### src/rtl/core/assert_macros.svh
// ----------------------------------------------------------------------------
// assert_macros.svh
// assertion macros shared by the sector cache tag engine
// ----------------------------------------------------------------------------
`ifndef ASSERT_MACROS_SVH
`define ASSERT_MACROS_SVH

`ifndef SYNTHESIS
// clocked check, disabled while reset is asserted
`define CRST_ASSERT(lbl, clk, rst_n, prop) \
  lbl: assert property (@(posedge clk) disable iff (!rst_n) prop) \
    else $error("assertion failed");
// clocked check, active during reset as well
`define CRST_ASSERT_ALWAYS(lbl, clk, prop) \
  lbl: assert property (@(posedge clk) prop) \
    else $error("assertion failed");
`else
`define CRST_ASSERT(lbl, clk, rst_n, prop)
`define CRST_ASSERT_ALWAYS(lbl, clk, prop)
`endif

`endif

### src/rtl/core/crst_pkg.sv
// ----------------------------------------------------------------------------
// crst_pkg
// types and constants of the clock replacement sector cache tag engine
// ----------------------------------------------------------------------------
`timescale 1ns / 1ps

package crst_pkg;

  localparam int SECTOR_W    = 32;
  localparam int SLOT_W      = 6;
  localparam int FUNC_W      = 2;
  localparam int MAX_RESULTS = 64;
  localparam int CNT_W       = $clog2(MAX_RESULTS + 1);

  localparam logic [FUNC_W-1:0] FUNC_READ  = 2'd0;
  localparam logic [FUNC_W-1:0] FUNC_WRITE = 2'd1;
  localparam logic [FUNC_W-1:0] FUNC_FLUSH = 2'd2;

  typedef struct packed {
    logic [FUNC_W-1:0]   func;
    logic [SECTOR_W-1:0] sector;
  } crst_in_t;

  typedef struct packed {
    logic                hit;
    logic [SLOT_W-1:0]   slot;
    logic                fetch;
    logic                writeback;
    logic [SECTOR_W-1:0] writeback_sector;
    logic                last;
  } crst_out_t;

  typedef enum logic [2:0] {
    OP_NONE,
    OP_LOAD,
    OP_SRCH,
    OP_SWEEP,
    OP_VICT,
    OP_FSCAN,
    OP_FTAG,
    OP_FEND
  } op_t;

  typedef struct packed {
    op_t op;
  } cmd_t;

  typedef struct packed {
    logic srch_hit;
    logic srch_miss;
    logic victim_found;
    logic flush_dirty;
    logic flush_end;
  } status_t;

endpackage

### src/rtl/core/crst_ctrl.sv
// ----------------------------------------------------------------------------
// crst_ctrl
// sequencer for search, clock sweep and flush of the tag engine
// ----------------------------------------------------------------------------
`timescale 1ns / 1ps

module crst_ctrl (
  input  logic                          clk,
  input  logic                          rst_n,
  input  logic                          start,
  input  logic [crst_pkg::FUNC_W-1:0]   in_func,
  output logic                          busy,
  output crst_pkg::cmd_t                cmd,
  input  crst_pkg::status_t             status
);
  import crst_pkg::*;

  typedef enum logic [2:0] {
    ST_IDLE,
    ST_SRCH,
    ST_SWEEP,
    ST_VICT,
    ST_FSCAN,
    ST_FTAG,
    ST_FEND
  } state_t;

  state_t state_r;
  state_t state_nxt;

  assign busy = (state_r != ST_IDLE);

  always_comb begin
    state_nxt = state_r;
    cmd.op    = OP_NONE;
    unique case (state_r)
      ST_IDLE: begin
        if (start) begin
          cmd.op = OP_LOAD;
          if (in_func == FUNC_READ || in_func == FUNC_WRITE) begin
            state_nxt = ST_SRCH;
          end else if (in_func == FUNC_FLUSH) begin
            state_nxt = ST_FSCAN;
          end
        end
      end
      ST_SRCH: begin
        cmd.op = OP_SRCH;
        if (status.srch_hit) begin
          state_nxt = ST_IDLE;
        end else if (status.srch_miss) begin
          state_nxt = ST_SWEEP;
        end
      end
      ST_SWEEP: begin
        cmd.op = OP_SWEEP;
        if (status.victim_found) begin
          state_nxt = ST_VICT;
        end
      end
      ST_VICT: begin
        cmd.op    = OP_VICT;
        state_nxt = ST_IDLE;
      end
      ST_FSCAN: begin
        cmd.op = OP_FSCAN;
        if (status.flush_end) begin
          state_nxt = ST_FEND;
        end else if (status.flush_dirty) begin
          state_nxt = ST_FTAG;
        end
      end
      ST_FTAG: begin
        cmd.op    = OP_FTAG;
        state_nxt = ST_FSCAN;
      end
      ST_FEND: begin
        cmd.op    = OP_FEND;
        state_nxt = ST_IDLE;
      end
      default: begin
        state_nxt = ST_IDLE;
      end
    endcase
  end

  always_ff @(posedge clk) begin
    if (!rst_n) begin
      state_r <= ST_IDLE;
    end else begin
      state_r <= state_nxt;
    end
  end

endmodule

### src/rtl/core/crst_dp.sv
// ----------------------------------------------------------------------------
// crst_dp
// tag memory, policy bits, clock hand and result register
// ----------------------------------------------------------------------------
`timescale 1ns / 1ps
`include "assert_macros.svh"

module crst_dp #(
  parameter int ENTRIES = 64
) (
  input  logic                clk,
  input  logic                rst_n,
  input  crst_pkg::crst_in_t  in_word,
  input  crst_pkg::cmd_t      cmd,
  output crst_pkg::status_t   status,
  output logic                out_strobe,
  output crst_pkg::crst_out_t out_word
);
  import crst_pkg::*;

  localparam int IW = $clog2(ENTRIES);
  localparam logic [IW:0]   ENT_CNT  = (IW+1)'(ENTRIES);
  localparam logic [IW-1:0] LAST_IDX = IW'(ENTRIES - 1);

  logic [SECTOR_W-1:0] tag_mem [ENTRIES];
  logic [SECTOR_W-1:0] rd_data_r;
  logic [IW-1:0]       mem_ra;
  logic                mem_we;

  logic [ENTRIES-1:0]  valid_r, valid_nxt;
  logic [ENTRIES-1:0]  dirty_r, dirty_nxt;
  logic [ENTRIES-1:0]  ref_r, ref_nxt;
  logic [IW-1:0]       hand_r, hand_nxt;
  logic [IW:0]         iss_r, iss_nxt;
  logic                cmp_v_r, cmp_v_nxt;
  logic [IW-1:0]       cmp_idx_r, cmp_idx_nxt;
  logic [CNT_W-1:0]    cnt_r, cnt_nxt;
  logic                pend_v_r, pend_v_nxt;
  logic [IW-1:0]       pend_slot_r, pend_slot_nxt;
  logic [SECTOR_W-1:0] pend_tag_r, pend_tag_nxt;
  logic [FUNC_W-1:0]   func_r, func_nxt;
  logic [SECTOR_W-1:0] sector_r, sector_nxt;
  logic                out_strobe_r, out_strobe_nxt;
  crst_out_t           out_r, out_nxt;

  logic [IW-1:0]       iss_idx;
  logic                hit_now;
  logic                vict_wb;

  assign iss_idx    = iss_r[IW-1:0];
  assign hit_now    = cmp_v_r && valid_r[cmp_idx_r] && (rd_data_r == sector_r);
  assign vict_wb    = valid_r[hand_r] && dirty_r[hand_r];
  assign out_strobe = out_strobe_r;
  assign out_word   = out_r;

  // tag memory, one read and one write port
  always_ff @(posedge clk) begin
    if (mem_we) begin
      tag_mem[hand_r] <= sector_r;
    end
    rd_data_r <= tag_mem[mem_ra];
  end

  always_comb begin
    valid_nxt      = valid_r;
    dirty_nxt      = dirty_r;
    ref_nxt        = ref_r;
    hand_nxt       = hand_r;
    iss_nxt        = iss_r;
    cmp_v_nxt      = 1'b0;
    cmp_idx_nxt    = cmp_idx_r;
    cnt_nxt        = cnt_r;
    pend_v_nxt     = pend_v_r;
    pend_slot_nxt  = pend_slot_r;
    pend_tag_nxt   = pend_tag_r;
    func_nxt       = func_r;
    sector_nxt     = sector_r;
    mem_ra         = hand_r;
    mem_we         = 1'b0;
    out_strobe_nxt = 1'b0;
    out_nxt        = '0;
    status         = '0;
    unique case (cmd.op)
      OP_LOAD: begin
        func_nxt   = in_word.func;
        sector_nxt = in_word.sector;
        iss_nxt    = '0;
        cnt_nxt    = '0;
        pend_v_nxt = 1'b0;
      end
      OP_SRCH: begin
        // read one tag per cycle, compare it the cycle after
        if (iss_r < ENT_CNT) begin
          mem_ra      = iss_idx;
          iss_nxt     = iss_r + (IW+1)'(1);
          cmp_v_nxt   = 1'b1;
          cmp_idx_nxt = iss_idx;
        end
        if (hit_now) begin
          ref_nxt[cmp_idx_r] = 1'b1;
          if (func_r == FUNC_WRITE) begin
            dirty_nxt[cmp_idx_r] = 1'b1;
          end
          out_strobe_nxt = 1'b1;
          out_nxt.hit    = 1'b1;
          out_nxt.slot   = SLOT_W'(cmp_idx_r);
          out_nxt.last   = 1'b1;
          status.srch_hit = 1'b1;
        end else if (cmp_v_r && cmp_idx_r == LAST_IDX) begin
          status.srch_miss = 1'b1;
        end
      end
      OP_SWEEP: begin
        // second chance: referenced entries lose the bit and the hand moves
        if (valid_r[hand_r] && ref_r[hand_r]) begin
          ref_nxt[hand_r] = 1'b0;
          hand_nxt = (hand_r == LAST_IDX) ? '0 : hand_r + IW'(1);
        end else begin
          status.victim_found = 1'b1;
        end
      end
      OP_VICT: begin
        mem_we                   = 1'b1;
        valid_nxt[hand_r]        = 1'b1;
        ref_nxt[hand_r]          = 1'b1;
        dirty_nxt[hand_r]        = (func_r == FUNC_WRITE);
        out_strobe_nxt           = 1'b1;
        out_nxt.slot             = SLOT_W'(hand_r);
        out_nxt.fetch            = 1'b1;
        out_nxt.writeback        = vict_wb;
        out_nxt.writeback_sector = vict_wb ? rd_data_r : '0;
        out_nxt.last             = 1'b1;
      end
      OP_FSCAN: begin
        if (iss_r == ENT_CNT || cnt_r == CNT_W'(MAX_RESULTS)) begin
          status.flush_end = 1'b1;
        end else if (valid_r[iss_idx] && dirty_r[iss_idx]) begin
          mem_ra             = iss_idx;
          dirty_nxt[iss_idx] = 1'b0;
          status.flush_dirty = 1'b1;
        end else begin
          iss_nxt = iss_r + (IW+1)'(1);
        end
      end
      OP_FTAG: begin
        // hold one word back so the final one can carry last
        if (pend_v_r) begin
          out_strobe_nxt           = 1'b1;
          out_nxt.slot             = SLOT_W'(pend_slot_r);
          out_nxt.writeback        = 1'b1;
          out_nxt.writeback_sector = pend_tag_r;
        end
        pend_v_nxt    = 1'b1;
        pend_slot_nxt = iss_idx;
        pend_tag_nxt  = rd_data_r;
        cnt_nxt       = cnt_r + CNT_W'(1);
        iss_nxt       = iss_r + (IW+1)'(1);
      end
      OP_FEND: begin
        out_strobe_nxt = 1'b1;
        out_nxt.last   = 1'b1;
        if (pend_v_r) begin
          out_nxt.slot             = SLOT_W'(pend_slot_r);
          out_nxt.writeback        = 1'b1;
          out_nxt.writeback_sector = pend_tag_r;
        end
      end
      default: begin
      end
    endcase
  end

  always_ff @(posedge clk) begin
    if (!rst_n) begin
      valid_r      <= '0;
      dirty_r      <= '0;
      ref_r        <= '0;
      hand_r       <= '0;
      iss_r        <= '0;
      cmp_v_r      <= 1'b0;
      cnt_r        <= '0;
      pend_v_r     <= 1'b0;
      out_strobe_r <= 1'b0;
    end else begin
      valid_r      <= valid_nxt;
      dirty_r      <= dirty_nxt;
      ref_r        <= ref_nxt;
      hand_r       <= hand_nxt;
      iss_r        <= iss_nxt;
      cmp_v_r      <= cmp_v_nxt;
      cnt_r        <= cnt_nxt;
      pend_v_r     <= pend_v_nxt;
      out_strobe_r <= out_strobe_nxt;
    end
  end

  always_ff @(posedge clk) begin
    cmp_idx_r   <= cmp_idx_nxt;
    pend_slot_r <= pend_slot_nxt;
    pend_tag_r  <= pend_tag_nxt;
    func_r      <= func_nxt;
    sector_r    <= sector_nxt;
    out_r       <= out_nxt;
  end

  `CRST_ASSERT(a_hit_clean, clk, rst_n, out_strobe_r && out_r.hit |-> !out_r.fetch && !out_r.writeback)
  `CRST_ASSERT(a_fill_marks, clk, rst_n, out_strobe_r && out_r.fetch |-> valid_r[hand_r] && ref_r[hand_r])
  `CRST_ASSERT(a_flush_cap, clk, rst_n, cnt_r <= CNT_W'(MAX_RESULTS))
  `CRST_ASSERT(a_pend_set, clk, rst_n, cmd.op == OP_FTAG |=> pend_v_r)

endmodule

### src/rtl/core/clock_replacement_sector_cache_tags_core.sv
// ----------------------------------------------------------------------------
// clock_replacement_sector_cache_tags_core
// fully associative sector cache tags with clock replacement and flush
// ----------------------------------------------------------------------------
// A word is taken when start is high and busy is low; busy drops in the cycle
// that the last result is on out_word. Results appear on out_word for exactly
// one cycle with out_strobe high, and the receiver cannot stall them. An
// access scans the tag memory one entry per cycle through its single read
// port: a hit ends the scan at the matching entry; a miss takes the full
// scan, then a clock sweep that moves the hand past referenced entries,
// clearing their bits, and a fill. A flush scans every entry and writes back
// each dirty one, up to MAX_RESULTS. The result strobe follows the cycle
// after each result is formed.
// ----------------------------------------------------------------------------
`timescale 1ns / 1ps

module clock_replacement_sector_cache_tags_core #(
  parameter int ENTRIES = 64
) (
  input  logic                clk,
  input  logic                rst_n,
  input  logic                start,
  output logic                busy,
  input  crst_pkg::crst_in_t  in_word,
  output logic                out_strobe,
  output crst_pkg::crst_out_t out_word
);
  import crst_pkg::*;

  cmd_t    cmd;
  status_t status;

  crst_ctrl u_ctrl (
    .clk     (clk),
    .rst_n   (rst_n),
    .start   (start),
    .in_func (in_word.func),
    .busy    (busy),
    .cmd     (cmd),
    .status  (status)
  );

  crst_dp #(
    .ENTRIES (ENTRIES)
  ) u_dp (
    .clk        (clk),
    .rst_n      (rst_n),
    .in_word    (in_word),
    .cmd        (cmd),
    .status     (status),
    .out_strobe (out_strobe),
    .out_word   (out_word)
  );

endmodule

### config.mk
export PLATFORM = sky130hd
export DESIGN_NAME = clock_replacement_sector_cache_tags_core
export DESIGN_NICKNAME = d
export VERILOG_FILES = /design/src/rtl/core/crst_pkg.sv /design/src/rtl/core/crst_ctrl.sv /design/src/rtl/core/crst_dp.sv /design/src/rtl/core/clock_replacement_sector_cache_tags_core.sv
export VERILOG_INCLUDE_DIRS = /design/src /design/src/rtl/core
export SDC_FILE = /design/constraint.sdc
export NUM_CORES = 2
export LEC_CHECK = 0
export BUFFER_PORTS_ARGS = -buffer_cell sky130_fd_sc_hd__buf_2
export CORE_MARGIN = 1.5
export CORE_UTILIZATION = 54
export DETAILED_ROUTE_END_ITERATION = 8
export PLACE_DENSITY = 0.73
export SYNTH_ARGS = -nofsm -noshare
export SYNTH_HDL_FRONTEND = slang
export SYNTH_SLANG_ARGS = --single-unit
### constraint.sdc
create_clock -name clk -period 6.1 [get_ports clk]
set_clock_uncertainty 0.1 [all_clocks]
set_input_delay 0.61 -clock clk [delete_from_list [all_inputs] [get_ports clk]]
set_output_delay 0.61 -clock clk [all_outputs]
set_load 0.03 [all_outputs]
# Word-level counts from Yosys, hierarchy flattened
# Memories as Yosys holds them, arrays and structs flattened. A register that Yosys moved wholly into a read port is not among the register bits.
# Cells that the tools add are included.
[word_totals] input_bits=37 output_inout_bits=44 ram_bits=2048 n_memories=1 ff_bits=338
[memory_table] name="u_dp.tag_mem" depth=64 word_bits=32 rd=1 rd_clocked_by_memory_dff=1 wr=1 line_no="crst_dp.sv:25" source="logic [SECTOR_W-1:0] tag_mem [ENTRIES];"
[op_classes] mux=72 eq_ne=33 n_reduce_logical=27 n_addsub=3 bitwise=8 magnitude_cmp=7
[ops] op="2-to-1 mux 64 bit" n=6
[ops] op="one-hot mux 64 bit (3 select lines)" n=2
[ops] op="OR 64 bit" n=4
[ops] op="bitwise AND 64 bit" n=2
[ops] op="inverter 64 bit" n=2
[ops] op="one-hot mux 33 bit (2 select lines)" n=1
[ops] op="bitwise mux 64 bit" n=1
[ops] op="binary-select mux 1 bit (select 6 bit)" n=6
[ops] op="2-to-1 mux 33 bit" n=1
[ops] op="== test 32 bit" n=1
[ops] op="2-to-1 mux 32 bit" n=1
[ops] op="2-to-1 mux 6 bit" n=5
[ops] op="2-to-1 mux 7 bit" n=4
[ops] op="one-hot mux 7 bit (4 select lines)" n=1
[ops] op="2-to-1 mux 3 bit" n=8
[ops] op="2-to-1 mux 1 bit" n=23
[ops] op="== test 3 bit, second input constant" n=7
[ops] op="less-than comparator 6 x 7 -> 1 bit, second input constant" n=3
[ops] op="one-hot mux 3 bit (7 select lines)" n=1
[ops] op="demux 1 bit (select 6 bit)" n=3
[ops] op=">= comparator 6 x 1 -> 1 bit, second input constant" n=3
[ops] op="one-hot mux 6 bit (3 select lines)" n=1
[ops] op="one-hot mux 3 bit (5 select lines)" n=1
[ops] op="adder 7 x 1 -> 7 bit, second input constant" n=2
[ops] op="29 further kinds" n=61

# Depth between registers and ports, before layout
[logic_depth] ltp_word=9 depth_mapped=21

# Cells and area by module
# A second synthesis with hierarchy kept.
[hier_totals] hier_cells=7680 hier_area_um2=97720.0
[by_module_without_submodules] module="crst_dp" seq_area_each_um2=69626.8 area_each_um2=97434.7 instances=1 cells_per_inst=7645
[by_module_without_submodules] module="crst_ctrl" seq_area_each_um2=60.1 area_each_um2=285.3 instances=1 cells_per_inst=35

# Worst setup path after synthesis
# OpenSTA, ideal clock, no wires.
[synth_path] path_kind="register to register" startpoint="register u_ctrl.state_r[0]" endpoint="register u_dp.rd_data_r[20], read port of u_dp.tag_mem" arrival_ns=4.080 path_slack_ns=1.786 required_ns=5.866 synth_period_minus_slack_ns=4.314 stages_incl_launch_ff=17 path_cell_list="dfxtp_1 -> inv_1 -> ha_1 -> nor3_1 -> a21o_1 -> nand2_1 -> nor2_1 -> o221a_2 -> and2_1 -> buf_2 -> buf_2 -> clkbuf_1 -> mux2i_1 -> mux2i_1 -> a22oi_1 -> nand4_1 -> or4_1"
[synth_between] elab_chain_cells=4
[synth_rtl] element="start, declared" line_no="crst_ctrl.sv:28" source="state_t state_r;"
[synth_rtl] element="start signal, assigned" line_no="crst_ctrl.sv:91" source="state_r <= state_nxt;"
[synth_rtl] element="== test 3 bit (tied with other cells)" line_no="crst_ctrl.sv:36" source="unique case (state_r)"
[synth_rtl] element="one-hot mux 3 bit (7 select lines) *" line_no="crst_ctrl.sv:36"
[synth_rtl] element="== test 3 bit / == test 3 x 2 -> 1 bit (equally long branches)" line_no="crst_dp.sv:83" source="unique case (cmd.op)"
[synth_rtl] element="one-hot mux 6 bit (2 select lines) *" line_no="crst_dp.sv:83"
[synth_rtl] element="end, declared" line_no="crst_dp.sv:26" source="logic [SECTOR_W-1:0] rd_data_r;"
# Every way passes the cells marked *; elsewhere a longest branch is shown, timed or not.
# A chain may end at the register's enable or synchronous reset.

# Final worst setup path
[layout_path] startpoint="register u_dp.iss_r[0]" endpoint="register u_dp.rd_data_r[18], read port of u_dp.tag_mem"
[layout_between] elab_chain_cells=6
[layout_rtl] element="start, declared" line_no="crst_dp.sv:34" source="logic [IW:0] iss_r, iss_nxt;"
[layout_rtl] element="start signal, assigned" line_no="crst_dp.sv:189" source="iss_r <= iss_nxt;"
[layout_rtl] element="binary-select mux 1 bit (select 6 bit)" line_no="crst_dp.sv:137" source="end else if (valid_r[iss_idx] && dirty_r[iss_idx]) begin"
[layout_rtl] element="2-to-1 mux 1 bit (not written as such)" line_no="crst_dp.sv:137"
[layout_rtl] element="logical AND 1 bit" line_no="crst_dp.sv:137"
[layout_rtl] element="2-to-1 mux 6 bit" line_no="crst_dp.sv:137"
[layout_rtl] element="2-to-1 mux 6 bit" line_no="crst_dp.sv:135" source="if (iss_r == ENT_CNT || cnt_r == CNT_W'(MAX_RESULTS)) begin"
[layout_rtl] element="one-hot mux 6 bit (2 select lines) *" line_no="crst_dp.sv:83"
# Every way passes the cells marked *; elsewhere a longest branch is shown, timed or not. The select of a mux whose other input is x is not followed.

==> results.sh <==
export IMPL_outcome="finished clean"
export IMPL_die_w_um=431
export IMPL_fp_dieArea_sq_um=186000
export IMPL_worstSetupPathType="reg2reg"
export IMPL_grt_usage=0.343
export IMPL_grt_pass1_vias=66600
export IMPL_combPwrFrac=0.145
export IMPL_cts_tree="yes"
export IMPL_dr_pass1_iters=8
export IMPL_maxSlewViolCount=0
export IMPL_r2r_setup_slack_ns=0.11
export IMPL_irDropWorstVdd_v=0.000594
export IMPL_clkTransAtPathRegs_ns=0.06
export IMPL_synth_seq_cells=2418
export IMPL_fp_dieH_um=431
export IMPL_fin_crit_sh=0.981
export IMPL_p_clk_frac=0.345
export IMPL_place_congestion=1.01
export IMPL_p_int_uw=30200
export IMPL_setup_viol=0
export IMPL_path_cells="buf_4 > clkinv_1 > mux4_2 > a311oi_1 > a211oi_1 > a31oi_2 > mux2_4 > and2_4 > buf_12 > buf_12 > buf_4 > mux2i_1 > a211oi_1 > a31oi_1 > nand4_1 > or4_1"
export IMPL_critical_path_required_ns=6.72
export IMPL_drtIter0Drc=11100
export IMPL_clock_sinks=2418
export IMPL_clk_latency_ns=0.89
export IMPL_rows=156
export IMPL_net_switching_power_uw=11900
export IMPL_syn_area_sq_um=98900
export IMPL_slew_headroom=0.118
export IMPL_ctsResizeCount=0
export IMPL_holdWs_ns=0.340
export IMPL_path_delay_family="buffers and inverters"
export IMPL_maxCapViolCount=0
export IMPL_slowest_stage="or4_1"
export IMPL_ys_types=74
export IMPL_routed_wirelength_um=324000
export IMPL_grt_start_max_net_pins=211
export IMPL_initial_core_util=0.546
export IMPL_post_cts_buffers=0
export IMPL_vias=69700
export IMPL_synth_cells=7557
export IMPL_syn_area_per_cell_sq_um=13.1
export IMPL_synth_ff_type="edfxtp_1"
export IMPL_start_kind="register"
export IMPL_synth_edf_count=2126
export IMPL_nets=7830
export IMPL_rsz0062_at_grt="false"
export IMPL_vias_per_cell=6.73
export IMPL_port_buffers=80
export IMPL_hold_viol=0
export IMPL_io_pins=81
export IMPL_grt_pass1_wl_um=461000
export IMPL_overflow=0
export IMPL_yosys_warnings=0
export IMPL_wl_per_cell_um=31.3
export IMPL_syn_nets=7604
export IMPL_p_seq_frac=0.510
export IMPL_crit_fanout=51
export IMPL_dpl_hpwl_um=193000
export IMPL_final_antenna_net_count=0
export IMPL_core_sq_um=181000
export IMPL_async_reset_ff_frac=0
export IMPL_fillerInstances=13100
export IMPL_syn_to_final_growth_pct=14.3
export IMPL_setup_tns_ns=0
export IMPL_drive_gt1_frac=0.125
export IMPL_antenna_found_initial=6
export IMPL_critPathBufInv=5
export IMPL_switching_share=0.283
export IMPL_yosysSeqAreaShare=0.704
export IMPL_crit_path_end_kind="register"
export IMPL_root_buffer="clkbuf_16"
export IMPL_min_path_type="in2reg"
export IMPL_cp_slowest_stage_delay_ns=0.66
export IMPL_clockBufferDepth=3
export IMPL_finalCriticalPeriod_ns=5.99
export IMPL_worstMarginPinSlew_ns=1.32
export IMPL_leakagePower_uw=0.0406
export IMPL_fmax_mhz=167
export IMPL_power_density_nw_per_um2=372
export IMPL_crit_arrival_ns=6.60
export IMPL_cts_buffers_inserted=232
export IMPL_drc_errors=0
export IMPL_htreeDepth=4
## metal layers
| layer | vias up | wire length (um) | track usage |
|---|---|---|---|
| li1 | 29100 | - | - |
| met1 | 34300 | 117000 | 0.461 |
| met2 | 5340 | 142000 | 0.513 |
| met3 | 1044 | 43600 | 0.0831 |
| met4 | 6 | 22000 | 0.199 |
| met5 | - | 40 | 0 |
## synth_stat cells (19+ instances only)
library cell  count  area [sq um]
edfxtp_1       2126         63800
nand3_1         699          3500
nand2b_1         22           138
nand4_1          76           475
xnor2_1          33           289
a2111oi_0        30           263
a21boi_0        109           818
buf_1            30           113
a31oi_1          79           494
or4_1            33           248
a221oi_1         22           193
dfxtp_1         292          5850
and2_1           79           494
nor2b_1          28           175
mux4_2           19           428
a22o_1           57           499
and3_1           41           257
a21oi_1         351          1760
o211ai_1         33           248
o21ai_0         203          1020
o22ai_1          23           144
o211a_1          45           450
nor2_1          148           556
a311oi_1         42           368
buf_2            90           450
mux2i_1         461          4610
clkbuf_1        407          1530
a22oi_1         121           908
nor3_1           22           110
nand2_1        1407          5280
a32oi_1          61           534
o21a_1           64           480
a211oi_1        151          1130
## final timing paths
path                       startpoint                  to  cells after the start
hold / removal            in_word[22]   u_dp.sector_r[22]                      2
setup reg to reg        u_dp.iss_r[0]  u_dp.rd_data_r[18]                     16
hold reg to reg   u_dp.pend_tag_r[29]   u_dp.out_word[30]                      1
setup / recovery        u_dp.iss_r[0]  u_dp.rd_data_r[18]                     16
## layout by cell type, fill, tap and decap left out, drive strengths merged, types with 14 or more instances in the layout
cell type,netlist,layout
dfxtp,292,292
o21a,64,64
bufinv,0,19
inv,17,26
a21boi,109,109
a211oi,151,151
edfxtp,2126,2126
a31oi,81,81
nand3,699,699
o22ai,23,23
a22o,57,57
nor3,22,22
nor2,149,149
a32oi,61,61
a22oi,121,121
or4,33,33
a2111oi,31,31
buf,128,492
a311oi,42,42
nand2,1407,1407
mux2i,461,461
nand4,76,76
clkinvlp,0,14
o21ai,204,204
o211a,45,45
nand2b,22,22
a21oi,351,351
clkbuf,407,321
a221o,15,15
mux4,19,19
and3,41,41
a221oi,22,22
xnor2,33,33
clkinv,4,82
o211ai,33,33
dlygate4sd3,0,35
nor2b,28,28
and2,81,81
## state kept, by name, indices dropped and copies added, names as in the netlist
name and cells:
u_dp.pend_slot_r 6, u_dp.iss_r 7, u_ctrl.state_r 3, u_dp.cmp_idx_r 6, u_dp.pend_v_r 1, u_dp.valid_r 64, u_dp.pend_tag_r 32, u_dp.rd_data_r 32
u_dp.dirty_r 64, u_dp.hand_r 6, u_dp.func_r 2, u_dp.out_strobe 1, u_dp.tag_mem 2048, u_dp.cnt_r 7, u_dp.sector_r 32, u_dp.out_word 42
u_dp.cmp_v_r 1, u_dp.ref_r 64
## final cells by class
class,instances,area (sq um),area share
flip-flops and latches,2418,69700,0.616
diodes,7,17.5,0.000155
inverters,21,78.8,0.000697
well taps,2370,2970,0.0262
repair buffers,527,4820,0.0426
clock buffers,321,6480,0.0573
clock inverters,120,1250,0.0111
multi-input cells,4583,27800,0.246
## cell families (layout without fill, tap and decap cells)
group | count (synthesis) | after routing | synth area share
muxes | 489 | 489 | 0.0520
AOI/OAI and AO/OA | 1446 | 1446 | 0.0993
adders and majority gates | 10 | 10 | 0.00126
DFF | 2418 | 2418 | 0.704
buffers and inverters | 556 | 989 | 0.0227
and+or+nand+nor | 2596 | 2596 | 0.117
other | 0 | 7 | 0
xor gates and xnor gates | 42 | 42 | 0.00372
## power by group through the flow
stage	clock, uW	sequential, uW	combinational (uW)
floorplan	0	22300	2390
global placement	0	21800	5720
detailed placement	0	21800	5900
CTS	14600	21400	5940
global route	15200	21500	6430
finish	14500	21500	6090
## timing repair
item	in CTS	in global routing
endpoints found under the setup margin	0	0
hold endpoints to repair	35	0
hold buffers	35	0
## stage by stage
stage | std cells | cell area [sq um] | worst slack [ns] | total power [uW] | util
finish | 10400 | 113000 | 0.115 | 42100 | 0.624
CTS | 10400 | 113000 | 0.233 | 42000 | 0.623
global route | 10400 | 113000 | 0.0176 | 43100 | 0.623
floorplan | 7557 | 98900 | 1.79 | 24700 | -
detailed placement | 9884 | 105000 | 0.289 | 27700 | 0.579
global placement | 9884 | 105000 | 0.359 | 27500 | 0.579
Power figures use the tool's default switching activity.
